===== config.mk =====
export PLATFORM = sky130hd
export DESIGN_NAME = largest_prime_factor
export DESIGN_NICKNAME = d
export VERILOG_FILES = /design/src/lpf_pkg.sv /design/src/largest_prime_factor.sv /design/src/lpf_datapath.sv /design/src/lpf_controller.sv
export SDC_FILE = /design/constraint.sdc
export NUM_CORES = 1
export LEC_CHECK = 0
export BUFFER_PORTS_ARGS = -buffer_cell sky130_fd_sc_hd__buf_2
export CAP_MARGIN = 30
export CORE_UTILIZATION = 25
export CTS_CLUSTER_SIZE = 20
export DETAILED_ROUTE_END_ITERATION = 8
export PLACE_DENSITY = 0.39
export SYNTH_ARGS = -nofsm -noshare
export SYNTH_HDL_FRONTEND = slang
export SYNTH_SLANG_ARGS = --single-unit

===== constraint.sdc =====
create_clock -name clk -period 12.7 [get_ports clk]
set_input_delay 2.54 -clock clk [delete_from_list [all_inputs] [get_ports clk]]
set_output_delay 2.54 -clock clk [all_outputs]
set_load 0.02 [all_outputs]

===== src/lpf_pkg.sv =====
`default_nettype none
package lpf_pkg;

  // Operand width and derived widths
  localparam int WIDTH   = 40;
  localparam int DIV_W   = (WIDTH + 1) / 2 + 1;        // odd trial divisor, up to sqrt + 2
  localparam int SQ_W    = 2 * DIV_W;                  // divisor squared
  localparam int CNT_W   = $clog2(WIDTH);              // divider bit counter
  localparam int TDATA_W = ((WIDTH + 7) / 8) * 8;      // stream data, whole bytes

  typedef enum logic [2:0] {
    ST_IDLE,
    ST_CLASSIFY,
    ST_STRIP,
    ST_SQUARE,
    ST_CHECK,
    ST_DIV,
    ST_APPLY,
    ST_DONE
  } lpf_state_t;

  // Controller to datapath
  typedef struct packed {
    logic load;      // take a new number
    logic strip;     // divide out one factor 2
    logic square;    // register divisor squared
    logic div_init;  // start a long division of remainder by divisor
    logic div_step;  // one restoring division step
    logic apply;     // commit quotient or advance divisor
    logic finish;    // load the output register
  } lpf_cmd_t;

  // Datapath to controller
  typedef struct packed {
    logic bad;       // number below two
    logic even;      // remainder is even
    logic sq_le_r;   // divisor squared does not exceed remainder
    logic div_last;  // final division step
    logic out_busy;  // output register holds an untaken result
  } lpf_sts_t;

endpackage
`default_nettype wire


===== src/largest_prime_factor.sv =====
`default_nettype none
// Largest prime factor by trial division. Each transfer on the slave side
// carries one unsigned WIDTH-bit number; one transfer on the master side
// returns its largest prime factor, or 0 with tuser set when the number is
// below two. Factors of two are shifted out at one per cycle, then odd
// divisors 3, 5, 7, ... are tried while divisor squared does not exceed the
// remaining cofactor; each trial is a square, a compare, WIDTH steps of a
// one-bit restoring divider and a commit, all on the single divider, and a
// divisor that divides repeats on the reduced cofactor. The trials per number
// thus number about sqrt(n) / 2 plus the number of odd prime factors. Only one
// number is worked on at a time; the result sits in an output register, so
// the block returns to accept the next number while the result waits.
module largest_prime_factor (
  input  wire logic                        clk,
  input  wire logic                        rst,
  input  wire logic                        s_tvalid,
  output logic                             s_tready,
  input  wire logic [lpf_pkg::TDATA_W-1:0] s_tdata,   // [WIDTH-1:0] number
  output logic                             m_tvalid,
  input  wire logic                        m_tready,
  output logic [lpf_pkg::TDATA_W-1:0]      m_tdata,   // [WIDTH-1:0] largest_factor
  output logic                             m_tuser    // [0] invalid
);
  import lpf_pkg::*;

  lpf_cmd_t cmd;
  lpf_sts_t sts;

  // Sequence the trial division
  lpf_controller u_ctrl (
    .clk      (clk),
    .rst      (rst),
    .s_tvalid (s_tvalid),
    .s_tready (s_tready),
    .sts      (sts),
    .cmd      (cmd)
  );

  // Remainder, divisor, divider and output register
  lpf_datapath u_dp (
    .clk      (clk),
    .rst      (rst),
    .cmd      (cmd),
    .sts      (sts),
    .number   (s_tdata[WIDTH-1:0]),
    .m_tvalid (m_tvalid),
    .m_tready (m_tready),
    .m_tdata  (m_tdata),
    .m_tuser  (m_tuser)
  );

endmodule
`default_nettype wire


===== src/lpf_datapath.sv =====
`default_nettype none
module lpf_datapath (
  input  wire logic                         clk,
  input  wire logic                         rst,
  input  wire lpf_pkg::lpf_cmd_t            cmd,
  output lpf_pkg::lpf_sts_t                 sts,
  input  wire logic [lpf_pkg::WIDTH-1:0]    number,
  output logic                              m_tvalid,
  input  wire logic                         m_tready,
  output logic [lpf_pkg::TDATA_W-1:0]       m_tdata,
  output logic                              m_tuser
);
  import lpf_pkg::*;

  logic [WIDTH-1:0] remainder;
  logic [DIV_W-1:0] divisor;
  logic [WIDTH-1:0] best_factor;
  logic [SQ_W-1:0]  square;
  logic [DIV_W-1:0] part_rem;
  logic [WIDTH-1:0] quotient;
  logic [CNT_W-1:0] count;
  logic             bad;
  logic [WIDTH-1:0] out_factor;
  logic             out_invalid;

  logic [DIV_W:0]   trial;
  logic [DIV_W:0]   diff;
  logic             fits;
  logic [WIDTH-1:0] final_factor;

  assign trial = {part_rem, quotient[WIDTH-1]};
  assign diff  = trial - {1'b0, divisor};
  assign fits  = trial >= {1'b0, divisor};

  // Leftover cofactor above one is prime
  assign final_factor = (remainder > WIDTH'(1) && remainder > best_factor) ?
                        remainder : best_factor;

  always_ff @(posedge clk) begin
    if (cmd.load) begin
      remainder   <= number;
      divisor     <= DIV_W'(3);
      best_factor <= '0;
      bad         <= number < WIDTH'(2);
    end
    if (cmd.strip) begin
      remainder   <= remainder >> 1;
      best_factor <= WIDTH'(2);
    end
    if (cmd.square) begin
      square <= SQ_W'(divisor) * SQ_W'(divisor);
    end
    if (cmd.div_init) begin
      part_rem <= '0;
      quotient <= remainder;
      count    <= '0;
    end
    if (cmd.div_step) begin
      part_rem <= fits ? diff[DIV_W-1:0] : trial[DIV_W-1:0];
      quotient <= {quotient[WIDTH-2:0], fits};
      count    <= count + CNT_W'(1);
    end
    if (cmd.apply) begin
      if (part_rem == '0) begin
        remainder   <= quotient;
        best_factor <= WIDTH'(divisor);
      end else begin
        divisor <= divisor + DIV_W'(2);
      end
    end
  end

  // Output register: hold until taken
  always_ff @(posedge clk) begin
    if (rst) begin
      m_tvalid <= 1'b0;
    end else if (cmd.finish) begin
      m_tvalid <= 1'b1;
    end else if (m_tready) begin
      m_tvalid <= 1'b0;
    end
  end

  always_ff @(posedge clk) begin
    if (cmd.finish) begin
      out_factor  <= bad ? '0 : final_factor;
      out_invalid <= bad;
    end
  end

  assign m_tdata = TDATA_W'(out_factor);
  assign m_tuser = out_invalid;

  assign sts.bad      = bad;
  assign sts.even     = ~remainder[0];
  assign sts.sq_le_r  = square <= SQ_W'(remainder);
  assign sts.div_last = count == CNT_W'(WIDTH - 1);
  assign sts.out_busy = m_tvalid & ~m_tready;

endmodule
`default_nettype wire


===== src/lpf_controller.sv =====
`default_nettype none
module lpf_controller (
  input  wire logic               clk,
  input  wire logic               rst,
  input  wire logic               s_tvalid,
  output logic                    s_tready,
  input  wire lpf_pkg::lpf_sts_t  sts,
  output lpf_pkg::lpf_cmd_t       cmd
);
  import lpf_pkg::*;

  lpf_state_t state;
  lpf_state_t state_next;

  always_ff @(posedge clk) begin
    if (rst) begin
      state <= ST_IDLE;
    end else begin
      state <= state_next;
    end
  end

  always_comb begin
    state_next = state;
    unique case (state)
      ST_IDLE:     if (s_tvalid) state_next = ST_CLASSIFY;
      ST_CLASSIFY: state_next = sts.bad ? ST_DONE : ST_STRIP;
      ST_STRIP:    if (!sts.even) state_next = ST_SQUARE;
      ST_SQUARE:   state_next = ST_CHECK;
      ST_CHECK:    state_next = sts.sq_le_r ? ST_DIV : ST_DONE;
      ST_DIV:      if (sts.div_last) state_next = ST_APPLY;
      ST_APPLY:    state_next = ST_SQUARE;
      ST_DONE:     if (!sts.out_busy) state_next = ST_IDLE;
      default:     state_next = ST_IDLE;
    endcase
  end

  always_comb begin
    cmd      = '0;
    s_tready = 1'b0;
    unique case (state)
      ST_IDLE: begin
        s_tready = 1'b1;
        cmd.load = s_tvalid;
      end
      ST_STRIP:  cmd.strip    = sts.even;
      ST_SQUARE: cmd.square   = 1'b1;
      ST_CHECK:  cmd.div_init = sts.sq_le_r;
      ST_DIV:    cmd.div_step = 1'b1;
      ST_APPLY:  cmd.apply    = 1'b1;
      ST_DONE:   cmd.finish   = ~sts.out_busy;
      default:   cmd = '0;
    endcase
  end

endmodule
`default_nettype wire


[Word level (Yosys, flattened, before mapping)]
Index checks and enable logic that the tools add are counted.
Word-level totals
  bits in registers: 256
  output and inout port bits: 43
  word-level logic and storage cells: 79
Cells by class
  add/subtract/negate cells: 3
  multiply operators: 1
  magnitude comparators: 5
  eq/ne operators: 12
  muxes and demuxes: 36
  bitwise logic cells: 4
  reductions and logical operators: 6
Operators by type and width (number)
  2-to-1 mux 40 bit: 11
  2-to-1 mux 21 bit: 6
  <= comparator 42 x 40 -> 1 bit: 1
  multiplier 21 x 21 -> 42 bit: 1
  > comparator 40 x 1 -> 1 bit, second input constant: 1
  > comparator 40 bit: 1
  < comparator 40 x 2 -> 1 bit, second input constant: 1
  one-hot mux 3 bit (8 select lines): 1
  >= comparator 22 x 21 -> 1 bit: 1
  adder 21 x 2 -> 21 bit, second input constant: 1
  logical NOT 21 bit: 1
  subtractor 21 bit: 1
  2-to-1 mux 3 bit: 5
  equality test 3 bit, second input constant: 4
  2-to-1 mux 6 bit: 2
  2-to-1 mux 1 bit: 10
  adder 6 x 1 -> 6 bit, second input constant: 1
  equality test 3 x 2 -> 1 bit, second input constant: 2
  equality test 6 bit, second input constant: 1
  != test 2 bit, second input constant: 3
  AND reduction 4 bit: 1
  nonzero test 2 bit: 2
  equality test 3 x 1 -> 1 bit, second input constant: 1
  logical NOT 3 bit: 1
  other kinds (5): 7

[Depth between registers and ports, before layout]
Gate-level depths: netlist of run 1.
  word-level depth: 6
  gate-level depth with buffers: 27
  depth with buffers taken out: 24

[Cells and area by module]
A second synthesis of run 1 with hierarchy kept.
Second synthesis, totals
  cells, all modules: 2788
  area, all modules: 25982.4 um2
By module, submodules not included
  lpf_datapath: instances 1, cells an instance 2752, area each 25697.1 um2, seq. area each 6556.3 um2
  lpf_controller: instances 1, cells an instance 36, area each 285.3 um2, seq. area each 60.1 um2

[Worst setup path after synthesis of run 1]
Ideal clock, no wire load.
  path kind: flip-flop to flip-flop
  from: reg u_dp.divisor[2]
  to: reg u_dp.square[38], data pin
  arrival: 6904 ps
  data required time: 12439 ps
  setup slack: 5535 ps
  cell stages (with the launch flop): 23
  cells stage by stage: dfxtp_1 > clkbuf_1 > inv_1 > clkbuf_1 > nor2_1 > inv_1 > fa_1 > inv_1 > fa_1 > fa_1 > fa_1 > fa_1 > fa_1 > fa_1 > ha_1 > a21oi_2 > o21ai_2 > or4_4 > o211ai_4 > o21ai_2 > a221oi_4 > nor3_1 > a311o_1
Between the ends
  word-level cells in the longest chain between the ends: 1
Ends and longest elaborated chain
  from (decl): RTL line lpf_datapath.sv:16  | logic [DIV_W-1:0] divisor;
  from (signal assigned): RTL line lpf_datapath.sv:68  | divisor <= divisor + DIV_W'(2);
  multiplier 21 x 21 -> 42 bit: RTL line lpf_datapath.sv:51  | square <= SQ_W'(divisor) * SQ_W'(divisor);
  to (signal assigned): RTL line lpf_datapath.sv:51
  to (decl): RTL line lpf_datapath.sv:18  | logic [SQ_W-1:0] square;
No other way between the ends.
A chain may end at the register's enable or synchronous reset.

[Worst setup path in the final report of run 1]
  from: reg u_dp.divisor[5]
  to: reg u_dp.square[38], data pin
The elaborated chain is that of the path after synthesis.

==> results of run 1 <==
[Yosys cell counts (10+ instances only)]
library cell  count
clkbuf_1        128
nor2b_1          10
nor4_1           49
nand4_1          35
mux2i_1          61
nor2_1          189
xor2_1           23
edfxtp_1        151
ha_1            253
a32oi_1          40
inv_1           519
xnor2_1          50
a21o_1           60
a21oi_1         140
nand3_1          29
o211ai_1         11
o21a_1           12
and2_1           14
dfxtp_1         104
o21ai_0         134
fa_1            315
nand2_1         390
nor3_1           59
a211oi_1         52
[cells by family after synthesis]
family	count (synthesis)	share of synthesized area, %
AND/OR/NAND/NOR	815	13.3
buffers and inverters	674	9.48
adder cells (fa/ha/maj)	568	35.2
AO/OA/AOI/OAI	523	12.7
flip-flops	255	24.6
XOR/XNOR	73	2.38
multiplexers	62	2.31
[metal layers]
metal	vias to the layer above	global-route usage, %	part of all wire [%]	wire, um
li1	9913	-	-	-
met1	10200	24.1	50	44300
met2	377	26.9	46	40900
met3	65	1.38	3.3	2990
met4	0	2.81	1.4	1220
met5	-	0	0	0
[final cells by class]
type / instances / area (um2)
fillers: 11400 / 75900
flip-flops and latches: 255 / 6620
clock buffers: 42 / 891
inverters: 527 / 1980
well taps: 1391 / 1740
diodes: 2 / 5.00
repair buffers: 139 / 853
multi-input cells: 2041 / 17800
clock inverters: 19 / 204
[report_power, final]
| group | total [mW] | leakage, nW | switching, mW | internal (mW) |
|---|---|---|---|---|
| clock network | 0.958 | 0.534 | 0.409 | 0.549 |
| registers | 1.25 | 2.25 | 0.184 | 1.07 |
| logic | 1.46 | 11.0 | 0.960 | 0.500 |
[cells in the final DEF (no fill, tap or decap), types with 4 or more instances in the layout]
cell type and n:
edfxtp_1 151, clkinv_2 5, or2_2 5, nand2b_1 5
nand4_1 35, xor2_1 23, xnor2_1 50, nor2_1 186
o211ai_1 11, inv_1 519, and4_1 4, ha_1 253
o21a_1 12, and2_1 13, o22ai_1 5, clkbuf_1 7
o21bai_1 8, o21ai_0 134, nand3_1 29, buf_4 50
nor2b_1 10, a21oi_1 140, mux2i_1 61, and3_1 8
a21o_1 60, o221ai_1 5, a32oi_1 40, nand2_1 389
buf_2 87, or3_1 5, a31oi_1 6, fa_1 315
dfxtp_1 104, clkinv_1 10, o31ai_1 5, nor4_1 48
nor3_1 59, a211oi_1 52, clkbuf_16 34
[per-stage QoR]
step           instances  util, %  area (um2)  hold slack, ns  total power [mW]
2_1_floorplan       2970        -       26900           0.424              2.18
3_3_place_gp        4350     27.3       28900           0.458              2.73
3_5_place_dp        4353     27.3       29000           0.460              2.74
4_1_cts             4414     28.4       30100           0.469              3.72
5_1_grt             4414     28.4       30100           0.498              3.92
6_report            4416     28.4       30100           0.468              3.67
[state kept, by name, summed over array words and instances, names as in the netlist]
register	cells
u_dp.quotient	40
u_dp.square	41
u_dp.best_factor	40
u_dp.count	6
u_dp.m_tdata	40
u_dp.m_tvalid	1
u_dp.bad	1
u_dp.divisor	21
u_dp.remainder	40
u_dp.m_tuser	1
u_dp.part_rem	21
u_ctrl.state	3
[worst max path at each step]
stage	start	endpoint	slack (ns)	cells after the start
finish	u_dp.divisor[5]	u_dp.square[38]	4.36	25
global route	u_dp.divisor[5]	u_dp.square[38]	3.98	25
floorplan	u_dp.divisor[2]	u_dp.square[38]	5.54	22
CTS	u_dp.divisor[5]	u_dp.square[38]	4.32	25
detailed placement	u_dp.divisor[5]	u_dp.square[38]	4.32	25
global placement	u_dp.divisor[9]	u_dp.square[38]	4.40	23
[worst register-to-register path: stages (launching register included)]
cell	delay [ns]
dfxtp_1	0.80
clkinv_1	0.47
buf_4	0.34
nor2_1	0.19
inv_1	0.08
fa_1	0.54
inv_1	0.06
fa_1	0.49
inv_1	0.05
fa_1	0.47
inv_1	0.05
fa_1	0.50
fa_1	0.52
fa_1	0.54
inv_1	0.05
fa_1	0.52
inv_1	0.04
ha_1	0.38
a21oi_4	0.24
o21ai_2	0.09
or4_4	0.53
o211ai_4	0.25
o21ai_2	0.15
a221oi_4	0.38
nor3_1	0.09
a311o_1	0.27
==> reports/summary.txt, run 1 <==
outcome: completed
Power Dens Cells: 122 nW/um2
crit path DAT: 8.64 ns
PortBufs: 86
GPL Wtd Cong: 0.819
DRC Markers: 0
max-cap violations: 0
CP max FO: 12
DR vias/cell: 4.65
Die Area: 109000 um2
Final min period: 8.34 ns
worst-case clock skew: 0.0328 ns
area leader, netlist: fa_1
dpl hpwl: 68000 um
Post-Syn Area: 26900 um2
crit start category: flip-flop
area delta synth->final: 11.8%
worst skew pair latency: 0.56 ns
Die Y: 330 um
# resized after CTS: 0
Avg Inst Size Synth: 9.06 um2
first-pass GRT wire length: 136000 um
vias in the first global route: 21100
crit share post-route: 65.7%
CTS sink count: 255
setup TNS: 0 ns
WS Path Type: reg2reg
unrepaired setup endpoints after global routing: false
fin nets: 3610
per-cell routed wire length: 20.2 um
prevailing post-synth register cell: edfxtp_1
Pre-Repair DR Iteration Count: 5
Starting Density: 25.4%
fmax: 0.120 GHz
Final Hold Vio Count: 0
yosys warns: 0
R2R setup slack: 4.36 ns
Post-synth EDFFs: 151
antenna violations before repair: 0
Top cell by count, worst path: fa_1
Max Slew Vio Count: 0
Seq/Total Area, Yosys: 24.6%
Place WS: 4.32 ns
fin worst setup slack: 4.36 ns
crit end category: flip-flop
top post-synthesis cells by area: fa_1, edfxtp_1, ha_1
Worst Tran Pin Value: 0.979 ns
worst min path class: reg2reg
Max VDD drop: 81.7 uV
cell depth of the worst hold path: 2
Post-CTS Setup Repair Bufs: 0
CP max stage delay: 0.80 ns
Synth async-reset ratio: 0%
hold path start: u_dp.quotient[34]
Routed Antenna Nets: 0
Reg2Reg Depth: 25
share of cells above drive strength 1: 7.58%
Leak Pwr: 13.8 nW
Slew Limit Headroom: 34.6%
hold-fix buffers at CTS: 0
clock root cell: clkbuf_16
GR Util All Layers: 16.5%
Chip Width: 330 um
H-Tree Level Count: 2
Crit-path slowest cell: dfxtp_1
grt total ovfl: 0
Longest Clk Path Bufs: 3
Synth cell types: 76
Reg2Reg Capture Point: u_dp.square[38]
Yosys reg bits: 255
largest net degree at the start of global routing: 82
CP Buf/Inv Count: 8
Core Box Area: 106000 um2
worst path required time: 13.00 ns
IO Pins: 87
Synth top area share: 23.4%
Synth Instances: 2970
standard-cell rows: 119
DR iter-0 viols: 1210
Syn Nets: 3582
DRT Wirelength: 89300 um
hold path endpoint: u_dp.remainder[34]
via count: 20500
Finish-stage setup viols: 0
CTS tree: yes
TritonCTS buffer count: 34
Critical R2R Launch: u_dp.divisor[5]
clk slew on worst S/H paths: 0.06 ns
Largest delay share family, worst path: adder cells
Note: power is estimated with default switching activity, not from simulation.
==> run 2: changes to the inputs <==
Settings changed: ABC_AREA set to 1.
Clock period 12.7 ns to 8.6 ns, I/O delays scaled along.
==> run 2 against run 1 <==
Hold slack worse by 0.020 ns. Critical path type unchanged. Area after synthesis increased by 1.7%. Design area rose by 1.7%. Synthesized cell count rose by 13%. Maximum frequency rose by 18%. Combinational power rose by 66%. Clock-buffer cell count grew 7. Clock skew is 0.0044 ns lower.
==> reports/summary.txt, run 2 <==
CP max FO: 18 (+6)
crit end category: flip-flop
DR vias/cell: 4.48 (-3.6%)
Synth Instances: 3355 (+13%)
Starting Density: 25.4% (about the same)
WS Path Type: reg2reg
dpl cells: 4771 (+9.6%)
share of cells above drive strength 1: 6.58% (-1.0 points)
Slew Limit Headroom: 33.1% (-1.5 points)
Finish-stage setup viols: 0 (unchanged)
worst skew pair latency: 0.56 ns (about the same)
GR Util All Layers: 16.4% (-0.17 points)
max-cap violations: 0 (unchanged)
grt total ovfl: 0 (unchanged)
Chip Width: 333 um (+0.84%)
Synth top cells by count: inv_1, nand2_1, fa_1
hold-fix buffers at CTS: 0 (unchanged)
Util after Layout: 28.4% (about the same)
Power Dens Cells: 189 nW/um2 (+55%)
clock root cell: clkbuf_16
Tot Pwr: 5.78 mW (+58%)
Yosys reg bits: 255 (unchanged)
DRT Wirelength: 89300 um (about the same)
Reg2Reg Capture Point: u_dp.square[39]
largest net degree at the start of global routing: 87 (+6.1%)
hold path start: u_dp.bad
Syn Nets: 3967 (+11%)
Die Area: 111000 um2 (+1.7%)
# resized after CTS: 0 (unchanged)
outcome: completed
area leader, netlist: fa_1
crit share post-route: 82.4% (+17 points)
Critical R2R Launch: u_dp.divisor[8]
CTS sink count: 255 (unchanged)
TritonCTS buffer count: 37 (+8.8%)
setup TNS: 0 ns (unchanged)
prevailing post-synth register cell: edfxtp_1
Routed Antenna Nets: 0 (unchanged)
Max VDD drop: 120 uV (+47%)
IO Pins: 87 (unchanged)
DRC Markers: 0 (unchanged)
Final Non-Filler Cells: 4841 (+9.6%)
GPL Wtd Cong: 0.854 (+4.3%)
Synth top area share: 23.1% (-0.39 points)
commonest non-fill, non-tap cells in the layout: inv_1, nand2_1, fa_1, ha_1, nor2_1
Core Box Area: 108000 um2 (+1.7%)
Post-CTS Setup Repair Bufs: 0 (unchanged)
worst path required time: 8.88 ns (-4.12 ns)
most common cell after layout, fill and taps aside: inv_1
fmax: 0.141 GHz (+18%)
cell depth of the worst hold path: 0 (-2)
Longest Clk Path Bufs: 3 (unchanged)
Post-Syn Area: 27400 um2 (+1.7%)
number of flip-flops in the largest register: 41 (unchanged)
Final min period: 7.09 ns (-1.25 ns)
final hold slack: 0.448 ns (-0.0195 ns)
worst min path class: reg2reg
DR iter-0 viols: 1192 (-1.5%)
Pre-Repair DR Iteration Count: 5 (unchanged)
via count: 21700 (+5.7%)
Reg2Reg Depth: 22 (-12%)
PortBufs: 86 (unchanged)
Avg Inst Size Synth: 8.15 um2 (-10%)
Die Y: 333 um (+0.84%)
Leak Pwr: 15.4 nW (+11%)
Final Hold Vio Count: 0 (unchanged)
unrepaired setup endpoints after global routing: false
top post-synthesis cells by area: fa_1, edfxtp_1, ha_1
worst-case clock skew: 0.0284 ns (-0.00440 ns)
fin nets: 4020 (+11%)
Final Instance Area: 30600 um2 (+1.7%)
Post-synth EDFFs: 151 (unchanged)
fin worst setup slack: 1.51 ns (-2.85 ns)
Max Slew Vio Count: 0 (unchanged)
Synth cell types: 54 (-29%)
crit path DAT: 7.37 ns (-1.27 ns)
area delta synth->final: 11.9% (about the same)
clk slew on worst S/H paths: 0.05 ns (about the same)
R2R setup slack: 1.51 ns (-2.85 ns)
yosys warns: 0 (unchanged)
antenna violations before repair: 2 (+2)
per-cell routed wire length: 18.5 um (-8.8%)
Synth async-reset ratio: 0% (unchanged)
DP Area: 29400 um2 (+1.4%)
standard-cell rows: 120 (+0.84%)
H-Tree Level Count: 2 (unchanged)
most frequent cell after synthesis: inv_1
crit start category: flip-flop
first-pass GRT wire length: 139000 um (+2.5%)
Place WS: 1.53 ns (-2.78 ns)
CTS tree: yes
hold path endpoint: u_dp.m_tuser
Reg with most FFs: u_dp.square
dpl hpwl: 72300 um (+6.3%)
vias in the first global route: 22600 (+7.3%)
Seq/Total Area, Yosys: 24.2% (-0.41 points)
Worst Tran Pin Value: 1.00 ns (+0.0238 ns)
[run 2: critical path, cell delays in order (launching register included)]
cell     delay (ns)
dfxtp_1        0.94
nand2_1        0.24
inv_1          0.20
fa_1           0.44
inv_1          0.12
fa_1           0.46
fa_1           0.52
inv_1          0.05
fa_1           0.50
fa_1           0.54
fa_1           0.55
inv_1          0.06
fa_1           0.53
inv_1          0.04
ha_1           0.42
nand2_1        0.14
nor2_1         0.21
inv_1          0.08
nor2_1         0.19
and3_1         0.26
nand3_1        0.08
nand3_1        0.15
xor2_1         0.08
[run 2: layout make-up]
cell class	instances	area, um2
clock inverters	19	165
repair buffers	128	786
clock buffers	49	1020
well taps	1403	1760
inverters	742	2790
fillers	11900	77200
flip-flops and latches	255	6620
multi-input cells	2244	17500
diodes	1	2.50
[run 2: how the worst max path moves through the flow]
stage	to	slack (ns)	start	cells past startpoint
2_1_floorplan	u_dp.square[28]	2.20	u_dp.divisor[11]	25
3_3_place_gp	u_dp.square[39]	1.43	u_dp.divisor[8]	22
3_5_place_dp	u_dp.square[33]	1.53	u_dp.divisor[5]	23
4_1_cts	u_dp.square[33]	1.52	u_dp.divisor[5]	23
5_1_grt	u_dp.square[40]	1.15	u_dp.divisor[7]	21
6_report	u_dp.square[39]	1.51	u_dp.divisor[8]	22
[run 2: power by group]
part / internal (mW) / total, mW / switching, mW / leakage [nW]
combinational: 0.799 / 2.43 / 1.63 / 12.5
sequential: 1.62 / 1.83 / 0.206 / 2.25
clock: 0.902 / 1.52 / 0.620 / 0.590
[run 2: per-layer routing]
metal	wire, um	global-route usage (%)
met1	43400	22.7
met4	1250	2.65
met5	0	0
met2	42300	28.0
met3	2390	1.38
[run 2: logic make-up (layout without fill, tap and decap cells)]
| group | after synthesis | in the layout | synth area share [%] |
|---|---|---|---|
| other | 0 | 1 | 0 |
| AO/OA/AOI/OAI | 460 | 460 | 9.42 |
| XOR/XNOR | 65 | 65 | 2.08 |
| adder cells (fa/ha/maj) | 568 | 568 | 34.6 |
| buffers and inverters | 856 | 938 | 12.1 |
| flip-flops | 255 | 255 | 24.2 |
| AND/OR/NAND/NOR | 1151 | 1151 | 17.6 |
